==> src/rtl/i2cm_pkg.sv <==
package i2cm_pkg;

   // sequencer phases
   localparam logic [4:0] PH_IDLE       = 5'd0;
   localparam logic [4:0] PH_START      = 5'd1;
   localparam logic [4:0] PH_STOP       = 5'd2;
   localparam logic [4:0] PH_SEND_SET   = 5'd3;
   localparam logic [4:0] PH_SEND_HIGH  = 5'd4;
   localparam logic [4:0] PH_SEND_LOW   = 5'd5;
   localparam logic [4:0] PH_WAIT_SETUP = 5'd6;
   localparam logic [4:0] PH_WAIT_POLL  = 5'd7;
   localparam logic [4:0] PH_READ_LOW   = 5'd8;
   localparam logic [4:0] PH_READ_HIGH  = 5'd9;
   localparam logic [4:0] PH_ACK_LOW    = 5'd10;
   localparam logic [4:0] PH_ACK_HIGH   = 5'd11;

   // command codes on func
   localparam logic [2:0] CMD_START = 3'd0;
   localparam logic [2:0] CMD_STOP  = 3'd1;
   localparam logic [2:0] CMD_SEND  = 3'd2;
   localparam logic [2:0] CMD_WAIT  = 3'd3;
   localparam logic [2:0] CMD_READ  = 3'd4;

   localparam logic [7:0] TIMEOUT_RESET = 8'd250;
   localparam logic [3:0] BYTE_BITS     = 4'd8;

   // sequencer state carried from tick to tick
   typedef struct packed {
      logic [4:0] phase;
      logic [2:0] cmd;
      logic [3:0] bit_index;
      logic [7:0] shift_data;
      logic [7:0] poll_count;
      logic       scl;
      logic       sda;
      logic       ack_choice;
      logic       fail;
      logic [7:0] rx_hold;
   } seq_state_type;

   // one tick's result
   typedef struct packed {
      logic       scl_level;
      logic       sda_release;
      logic       busy_res;
      logic       cmd_done;
      logic [7:0] rx_byte;
      logic       ack_failed;
   } tick_result_type;

endpackage

==> src/rtl/i2cm_step.sv <==
module i2cm_step
   import i2cm_pkg::*;
(
   input  seq_state_type   cur_state,
   input  logic [7:0]      ack_timeout,
   input  logic            cmd_valid,
   input  logic [2:0]      func,
   input  logic [7:0]      tx_byte,
   input  logic            send_ack,
   input  logic            sda_sample,
   output seq_state_type   next_state,
   output tick_result_type result
);

   always_comb begin
      seq_state_type s;
      logic [4:0]    nxt;
      logic          busy;
      logic          done;
      logic          scl_low_after;
      logic [8:0]    cnt;

      s             = cur_state;
      busy          = 1'b0;
      done          = 1'b0;
      scl_low_after = 1'b0;
      cnt           = {1'b0, s.poll_count} + 9'd1;

      // command capture while idle; unknown codes are dropped
      if (s.phase == PH_IDLE && cmd_valid && func <= CMD_READ) begin
         s.cmd        = func;
         s.bit_index  = 4'd0;
         s.poll_count = 8'd0;
         case (func)
            CMD_START: s.phase = PH_START;
            CMD_STOP:  s.phase = PH_STOP;
            CMD_SEND: begin
               s.phase      = PH_SEND_SET;
               s.shift_data = tx_byte;
            end
            CMD_WAIT:  s.phase = PH_WAIT_SETUP;
            default: begin
               s.phase      = PH_READ_LOW;
               s.shift_data = 8'd0;
               s.ack_choice = send_ack;
            end
         endcase
      end

      busy = (s.phase != PH_IDLE);
      nxt  = s.phase;

      case (s.phase)
         PH_START: begin
            if (s.bit_index == 4'd0) s.sda = 1'b1;
            else if (s.bit_index == 4'd1) s.scl = 1'b1;
            else s.sda = 1'b0;
            if (s.bit_index >= 4'd2) begin
               done          = 1'b1;
               scl_low_after = 1'b1;
               nxt           = PH_IDLE;
            end else begin
               s.bit_index = s.bit_index + 4'd1;
            end
         end
         PH_STOP: begin
            if (s.bit_index == 4'd0) s.scl = 1'b0;
            else if (s.bit_index == 4'd1) s.sda = 1'b0;
            else if (s.bit_index == 4'd2) s.scl = 1'b1;
            else s.sda = 1'b1;
            if (s.bit_index >= 4'd3) begin
               done = 1'b1;
               if (s.cmd == CMD_WAIT) s.fail = 1'b1;
               nxt = PH_IDLE;
            end else begin
               s.bit_index = s.bit_index + 4'd1;
            end
         end
         PH_SEND_SET: begin
            s.scl        = 1'b0;
            s.sda        = s.shift_data[7];
            s.shift_data = {s.shift_data[6:0], 1'b0};
            nxt          = PH_SEND_HIGH;
         end
         PH_SEND_HIGH: begin
            s.scl = 1'b1;
            nxt   = PH_SEND_LOW;
         end
         PH_SEND_LOW: begin
            s.scl       = 1'b0;
            s.bit_index = s.bit_index + 4'd1;
            if (s.bit_index >= BYTE_BITS) begin
               done = 1'b1;
               nxt  = PH_IDLE;
            end else begin
               nxt = PH_SEND_SET;
            end
         end
         PH_WAIT_SETUP: begin
            s.sda = 1'b1;
            if (s.bit_index == 4'd0) begin
               s.bit_index = 4'd1;
            end else begin
               s.scl        = 1'b1;
               s.poll_count = 8'd0;
               nxt          = PH_WAIT_POLL;
            end
         end
         PH_WAIT_POLL: begin
            s.scl = 1'b1;
            s.sda = 1'b1;
            if (!sda_sample) begin
               done          = 1'b1;
               s.fail        = 1'b0;
               scl_low_after = 1'b1;
               nxt           = PH_IDLE;
            end else begin
               // 9-bit compare: a timeout of 255 still expires
               s.poll_count = cnt[7:0];
               if (cnt > {1'b0, ack_timeout}) begin
                  s.bit_index = 4'd0;
                  nxt         = PH_STOP;
               end
            end
         end
         PH_READ_LOW: begin
            s.scl = 1'b0;
            s.sda = 1'b1;
            nxt   = PH_READ_HIGH;
         end
         PH_READ_HIGH: begin
            s.scl        = 1'b1;
            s.sda        = 1'b1;
            s.shift_data = {s.shift_data[6:0], sda_sample};
            s.bit_index  = s.bit_index + 4'd1;
            if (s.bit_index >= BYTE_BITS) begin
               s.rx_hold = s.shift_data;
               nxt       = PH_ACK_LOW;
            end else begin
               nxt = PH_READ_LOW;
            end
         end
         PH_ACK_LOW: begin
            s.scl = 1'b0;
            s.sda = !s.ack_choice;
            nxt   = PH_ACK_HIGH;
         end
         PH_ACK_HIGH: begin
            s.scl         = 1'b1;
            done          = 1'b1;
            scl_low_after = 1'b1;
            nxt           = PH_IDLE;
         end
         default: begin
            nxt  = PH_IDLE;
            busy = 1'b0;
         end
      endcase

      result.scl_level   = s.scl;
      result.sda_release = s.sda;
      result.busy_res    = busy;
      result.cmd_done    = done;
      result.rx_byte     = s.rx_hold;
      result.ack_failed  = s.fail;

      if (scl_low_after) s.scl = 1'b0;
      s.phase    = nxt;
      next_state = s;
   end

endmodule

==> src/rtl/i2c_master_byte_engine.sv <==
// I2C master line sequencer, one item per tick of the 4 us line timebase.
//
// Input channel (req_*): each item is one tick. It carries the sampled SDA
// level and, while the engine is idle, an optional command (start, stop,
// send byte, wait for ack, read byte with ACK/NACK). Commands offered while
// a sequence runs, and unknown func codes, are ignored.
// Result channel (rsp_*): exactly one item per input item, giving the SCL
// level and SDA release/drive for that tick, busy, done, the last read byte
// and the ack-failure flag.
// Config: csr_wr_en writes csr_wr_data into ack_timeout (reset 250); write
// only while no command is running.
//
// An item accepted at one edge has its result on rsp_* after that edge.
// Throughput is 1 item per cycle unless stalled; the whole tick update is
// one pass of combinational logic from the state register to the result
// register. req_ready is low only while a result waits and rsp_ready is low,
// so a stalled receiver holds the engine with its result intact.
// Reset (synchronous, active high) empties the result register, returns the
// sequencer to idle with SCL and SDA released high, and restores ack_timeout.
module i2c_master_byte_engine
   import i2cm_pkg::*;
(
   input  logic       clock,
   input  logic       reset,
   // configuration
   input  logic       csr_wr_en,
   input  logic [7:0] csr_wr_data,
   // tick input
   input  logic       req_valid,
   output logic       req_ready,
   input  logic       req_cmd_valid,
   input  logic [2:0] req_func,
   input  logic [7:0] req_tx_byte,
   input  logic       req_send_ack,
   input  logic       req_sda_sample,
   // tick result
   output logic       rsp_valid,
   input  logic       rsp_ready,
   output logic       rsp_scl_level,
   output logic       rsp_sda_release,
   output logic       rsp_busy_res,
   output logic       rsp_cmd_done,
   output logic [7:0] rsp_rx_byte,
   output logic       rsp_ack_failed
);

   localparam seq_state_type STATE_RESET = '{
      phase:      PH_IDLE,
      cmd:        CMD_START,
      bit_index:  4'd0,
      shift_data: 8'd0,
      poll_count: 8'd0,
      scl:        1'b1,
      sda:        1'b1,
      ack_choice: 1'b0,
      fail:       1'b0,
      rx_hold:    8'd0
   };

   seq_state_type   state_ff;
   seq_state_type   state_in;
   tick_result_type result_ff;
   tick_result_type result_in;
   logic [7:0]      timeout_ff;
   logic            rsp_valid_ff;
   logic            accept;

   // a new tick may enter whenever the result register is empty or draining
   assign req_ready = !rsp_valid_ff || rsp_ready;
   assign accept    = req_valid && req_ready;

   i2cm_step u_step (
      .cur_state   (state_ff),
      .ack_timeout (timeout_ff),
      .cmd_valid   (req_cmd_valid),
      .func        (req_func),
      .tx_byte     (req_tx_byte),
      .send_ack    (req_send_ack),
      .sda_sample  (req_sda_sample),
      .next_state  (state_in),
      .result      (result_in)
   );

   // sequencer state and ack timeout register
   always_ff @(posedge clock) begin
      if (reset) begin
         state_ff   <= STATE_RESET;
         timeout_ff <= TIMEOUT_RESET;
      end else begin
         if (accept) state_ff <= state_in;
         if (csr_wr_en) timeout_ff <= csr_wr_data;
      end
   end

   // result valid flag
   always_ff @(posedge clock) begin
      if (reset) begin
         rsp_valid_ff <= 1'b0;
      end else if (accept) begin
         rsp_valid_ff <= 1'b1;
      end else if (rsp_ready) begin
         rsp_valid_ff <= 1'b0;
      end
   end

   // result payload, loaded only with a new tick
   always_ff @(posedge clock) begin
      if (accept) result_ff <= result_in;
   end

   assign rsp_valid       = rsp_valid_ff;
   assign rsp_scl_level   = result_ff.scl_level;
   assign rsp_sda_release = result_ff.sda_release;
   assign rsp_busy_res    = result_ff.busy_res;
   assign rsp_cmd_done    = result_ff.cmd_done;
   assign rsp_rx_byte     = result_ff.rx_byte;
   assign rsp_ack_failed  = result_ff.ack_failed;

endmodule

==> config.mk <==
export PLATFORM = sky130hd
export DESIGN_NAME = i2c_master_byte_engine
export DESIGN_NICKNAME = d
export VERILOG_FILES = /design/src/rtl/i2cm_pkg.sv /design/src/rtl/i2cm_step.sv /design/src/rtl/i2c_master_byte_engine.sv
export SDC_FILE = /design/constraint.sdc
export NUM_CORES = 1
export LEC_CHECK = 0
export BUFFER_PORTS_ARGS = -buffer_cell sky130_fd_sc_hd__buf_2
export CAP_MARGIN = 15
export CORE_MARGIN = 10
export CORE_UTILIZATION = 60
export DETAILED_ROUTE_END_ITERATION = 6
export PLACE_DENSITY = 0.79
export SLEW_MARGIN = 40
export SYNTH_ARGS = -nofsm -noshare
export SYNTH_HDL_FRONTEND = slang
export SYNTH_SLANG_ARGS = --single-unit
==> constraint.sdc <==
create_clock -name clock -period 3.74 [get_ports clock]
set_input_delay 0.748 -clock clock [delete_from_list [all_inputs] [get_ports clock]]
set_output_delay 0.748 -clock clock [all_outputs]
set_load 0.1 [all_outputs]
======== Word-level counts from Yosys, hierarchy flattened ========
Cells that the tools add are included.
storage, ports and cells
  bits in registers ....................... 62
  latch bits .............................. 0
  memory bits (writable) .................. 0
  memory bits (read-only) ................. 0
  bits of input ports ..................... 27
  output and inout port bits .............. 15
  logic and storage cells ................. 110
  memories kept ........................... 0
cells by class
  add/sub/neg operators ................... 2
  $mul .................................... 0
  divide/modulo/power cells ............... 0
  $lt $le $gt $ge ......................... 5
  equal/unequal tests ..................... 17
  shift operators ......................... 0
  multiplexer cells ....................... 50
  bitwise logic cells ..................... 0
  reductions and logical operators ........ 18
operator list
  kind                   count
  $pmux W5 S10           1
  $pmux W8 S2            3
  $mux W28               1
  $mux W5                5
  $mux W8                3
  $mux W1                22
  $eq A5 B3 Y1 const B   4
  $eq A5 B4 Y1 const B   4
  $mux W4                5
  $pmux W4 S5            1
  $pmux W4 S4            1
  $reduce_or A4 Y1       4
  $pmux W1 S5            3
  $reduce_or A11 Y1      1
  $eq A5 B2 Y1 const B   2
  $add A8 B1 Y9 const B  1
  $eq A3 B2 Y1 const B   3
  $gt A9 B8 Y1           1
  $mux W9                1
  $ge A4 B2 Y1 const B   2
  $eq A5 B1 Y1 const B   1
  $logic_not A5 Y1       1
  $reduce_bool A5 Y1     1
  $add A4 B1 Y4 const B  1
  other kinds (16)       20

======== Logic depth before layout (Yosys ltp) ========
  word-level depth ........................ 10
  mapped depth ............................ 12
  mapped depth without buffers ............ 11

======== Cells and area by module ========
Synthesis repeated with hierarchy kept, for this count alone.
unflattened totals
  cell total of the unflattened synthesis .. 515
  area total of the unflattened synthesis .. 4,439.3 um2
modules (own cells, without submodules)
  module                  times used  cells an instance  area an instance (um2)  sequential area each (um2)
  i2c_master_byte_engine  1           228                2,560.0                 1,371.3
  i2cm_step               1           287                1,879.3                 0.0

======== Worst setup path after synthesis ========
No wires, ideal clock.
  path type ............................... reg2reg
  start ................................... register rsp_valid_ff (netlist: rsp_valid)
  end ..................................... register state_ff[11] in the netlist's numbering
  data arrival time ....................... 3.044 ns
  data required time ...................... 3.624 ns
  path slack .............................. 0.580 ns
  cell stages (with the launch flop) ...... 6
  clock period less this slack ............ 3.160 ns
  path through ............................ dfxtp_1 nand2b_1 nand2_1 clkinv_1 clkbuf_1 a31o_2
on the way
  word-level cells in the longest chain between the ends .. 3
RTL lines
  element                   RTL line                       RTL
  start: declaration        i2c_master_byte_engine.sv:65   logic rsp_valid_ff;
  start signal: assignment  i2c_master_byte_engine.sv:98   rsp_valid_ff <= 1'b0;
  start signal: assignment  i2c_master_byte_engine.sv:100  rsp_valid_ff <= 1'b1;
  start signal: assignment  i2c_master_byte_engine.sv:102  rsp_valid_ff <= 1'b0;
  $logic_not A1 Y1          i2c_master_byte_engine.sv:69   assign req_ready = !rsp_valid_ff || rsp_ready;
  $logic_or A1 B1 Y1        i2c_master_byte_engine.sv:69
  named net req_ready       i2c_master_byte_engine.sv:30   output logic req_ready,
  $logic_and A1 B1 Y1       i2c_master_byte_engine.sv:70   assign accept = req_valid && req_ready;
  named net accept          i2c_master_byte_engine.sv:66   logic accept;
  end signal: assignment    i2c_master_byte_engine.sv:90   if (accept) state_ff <= state_in;
  end: declaration          i2c_master_byte_engine.sv:60   seq_state_type state_ff;
The timed path passes the listed nets, and every way through them passes these cells.
A chain may end at the register's enable or synchronous reset.

======== Final worst setup path ========
  start ................................... register state_ff[12] in the netlist's numbering
  end ..................................... register state_ff[30] in the netlist's numbering
on the way
  word-level cells in the longest chain between the ends .. 5
RTL lines
  element        RTL line          RTL
  $add A8 B1 Y9  i2cm_step.sv:27   cnt = {1'b0, s.poll_count} + 9'd1;
  $gt A9 B8 Y1   i2cm_step.sv:120  if (cnt > {1'b0, ack_timeout}) begin
  $mux W4        i2cm_step.sv:120
  $mux W4        i2cm_step.sv:112  if (!sda_sample) begin
  $pmux W4 S5    i2cm_step.sv:53   case (s.phase)
No other way between the ends.

==> results by group <==
STA
  • Final worst path period need: 2.97 ns
  • Slew Viols, Final: 0
  • Fmax: 337 MHz
  • Max transition margin: 0.433
  • Setup_tns: 0 ns
  • Finish-stage setup viols: 0
  • Skew final: 0.0119 ns
  • Final WS setup: 0.775 ns
  • Worst slew pin tran: 0.839 ns
  • Unrepaired setup endpoints after global routing: false
  • Hold Vio Cnt, Final: 0
  • Fin crit share: 0.793

Placement
  • Post-DP Area: 4190 sq um
  • Post-DP HPWL: 7930 um
  • I/O Buffers: 41
  • GP Congestion: 1.00
  • Setup WS pre-CTS: 0.713 ns

Yosys
  • Post-synth ARST share: 0
  • Number of flops mapped to enable cells by yosys: 13
  • Syn. warnings: 0
  • Post-synth cell types: 75
  • Syn_nets: 511
  • #FFs+latches synth: 62
  • Synth Flop Type: dfxtp_1
  • Register area share after synthesis: 0.347
  • Synthesized cell area: 3950 sq um
  • Syn avg cell area: 8.38 sq um
  • Post-synthesis instance total: 471

Run
  • Max-cap violation count: 0

Layout
  • Fill cells: 539
  • Share of cells above drive strength 1: 0.179
  • Antenna diode count: 0
  • Nets@finish: 544
  • Area Growth Syn to Fin: 11.1%
  • Design Area, Final: 4380 sq um

Route
  • Final antenna-violating net count: 0
  • Post-Route WL: 10900 um
  • Drt pass-1 iters: 5
  • DRC: 0
  • Avg WL per Cell: 18.6 um
  • Via density per instance: 6.61
  • Initial DRC Count: 361
  • Via count: 3873

Pwr
  • IR drop worst, VDD: 341 uV
  • PnR Total Power: 1.66 mW
  • P_leak: 1.68 nW
  • Pwr dens: 377 nW/um^2

Clocking
  • CTS buffer count: 9
  • H-tree depth: 3
  • Clk root buf: clkbuf_8
  • CTS tree: done
  • Clock-pin slew on the worst setup and hold paths: 0.07 ns
  • Clock net sink count: 62
  • Post-cts gate resize count: 0
  • Post-CTS setup buffer count: 0
  • Worst-Skew Late Latency: 0.36 ns
  • CTS Hold Bufs: 0
  • Clock Path Buffers: 2

Global routing
  • Initial antenna violation count: 0
  • Total congestion overflow: 0
  • Number of global-route vias before repair: 3643
  • Global-route wire length before repair: 18100 um
  • GRT Total Usage: 0.214
  • Largest net degree at the start of global routing: 39

Setup path
  • Critical Path RT: 3.94 ns
  • Startpoint types: flop
  • CP endpoint kind: flop
  • CP max FO: 6
  • WP data arrival: 3.16 ns
  • Crit path kind: reg -> reg

Floorplan
  • Die width: 101 um
  • Area of the core: 6390 sq um
  • Die Y: 101 um
  • Total Die Area: 10200 sq um
  • # rows: 29
  • Initial core utilization: 0.618
  • Top Ports: 42

Run status
  • Result of the run: finished clean

Worst hold path
  • Worst hold path type: reg -> reg
[layout make-up]
type / count / area (sq um) / area share
Inverter: 18 / 67.6 / 0.0154
Clock buffer: 9 / 124 / 0.0283
Timing Repair Buffer: 50 / 273 / 0.0622
Sequential cell: 62 / 1370 / 0.313
Clock inverter: 7 / 71.3 / 0.0163
Multi-Input combinational cell: 363 / 2380 / 0.543
Tap cell: 77 / 96.3 / 0.0220
[critical path, stage by stage (launching register included)]
cell and delay [ns]:
dfxtp_1 0.42, ha_1 0.33, nand3_1 0.13, xnor2_1 0.17, ha_1 0.30, nand4_1 0.14
o221a_2 0.29, o211ai_1 0.17, nand3_1 0.12, o311ai_0 0.58, a211oi_1 0.16
[layer usage]
| layer | share of wire | wire length, um | vias up | global-route usage |
|---|---|---|---|---|
| met4 | 0.020 | 221 | 0 | 0.0761 |
| met1 | 0.43 | 4660 | 1810 | 0.280 |
| met2 | 0.47 | 5190 | 186 | 0.347 |
| li1 | - | - | 1853 | - |
| met3 | 0.078 | 853 | 24 | 0.0364 |
| met5 | 0 | 0 | - | 0 |
[through the flow]
stage | util | instances | hold WS (ns)
5_1_grt | 0.687 | 586 | 0.478
6_report | 0.687 | 586 | 0.457
4_1_cts | 0.687 | 586 | 0.457
3_3_place_gp | 0.656 | 570 | 0.438
3_5_place_dp | 0.656 | 570 | 0.446
2_1_floorplan | - | 471 | 0.432
[synth_stat cells (5+ instances only)]
master	n	area, sq um
a211oi_1	10	75.1
a21o_1	5	37.5
a21oi_1	37	185
a22oi_1	10	75.1
a31oi_1	6	37.5
buf_2	8	40.0
clkbuf_1	14	52.6
dfxtp_1	49	981
edfxtp_1	13	390
ha_1	13	163
inv_1	17	63.8
nand2_1	43	161
nand2b_1	6	37.5
nand3_1	29	145
nand4_1	5	31.3
nor2_1	40	150
nor2b_1	6	37.5
nor3_1	14	70.1
o211ai_1	10	75.1
o21ai_0	27	135
xnor2_1	5	43.8
[kinds of logic (layout without fill, tap and decap cells)]
kind of cell | count (synthesis) | in the layout | share of synthesized area
and+or+nand+nor | 171 | 171 | 0.224
adders and majority gates | 13 | 13 | 0.0412
buffers and inverters | 46 | 84 | 0.0494
AOI/OAI and AO/OA | 162 | 162 | 0.296
xor gates and xnor gates | 9 | 9 | 0.0200
muxes | 8 | 8 | 0.0222
DFF | 62 | 62 | 0.347
[where the power goes]
part	internal (mW)	switching [mW]
registers	0.709	0.0137
clock network	0.309	0.293
logic	0.0940	0.237
total	1.11	0.543
[cells in the final DEF (no fill, tap or decap), drive strengths merged, types with 4 or more instances in the layout]
cell,synthesis,final
nand4,5,5
buf,13,50
o211ai,10,10
a22oi,10,10
nand2b,6,6
xor2,4,4
and2,4,4
xnor2,5,5
o21ai,28,28
a21oi,38,38
o22ai,4,4
clkbuf,15,9
a31oi,6,6
o311ai,4,4
nand3,29,29
nor3,16,16
edfxtp,13,13
o41ai,4,4
nor2b,6,6
a21o,5,5
nand2,44,44
inv,17,19
nor2,41,41
a211oi,13,13
and3,4,4
ha,13,13
dfxtp,49,49
mux2i,5,5
o32ai,4,4
[final timing paths]
check	start	endpoint	slack (ns)	cells after the start
hold reg to reg	state_ff[21]$_SDFFE_PP0P_	state_ff[21]$_SDFFE_PP0P_	0.46	2
hold / removal	state_ff[21]$_SDFFE_PP0P_	state_ff[21]$_SDFFE_PP0P_	0.46	2
setup reg to reg	state_ff[12]$_SDFFE_PP0P_	state_ff[30]$_SDFFE_PP0P_	0.77	10
setup / recovery	state_ff[12]$_SDFFE_PP0P_	state_ff[30]$_SDFFE_PP0P_	0.77	10
[state kept, by name, summed over array words and instances, names as in the netlist]
signal	count
rsp_rx_byte	8
timeout_ff	8
rsp_scl_level	1
rsp_busy_res	1
rsp_valid	1
rsp_cmd_done	1
rsp_ack_failed	1
rsp_sda_release	1
state_ff	40
Power figures use the tool's default switching activity.
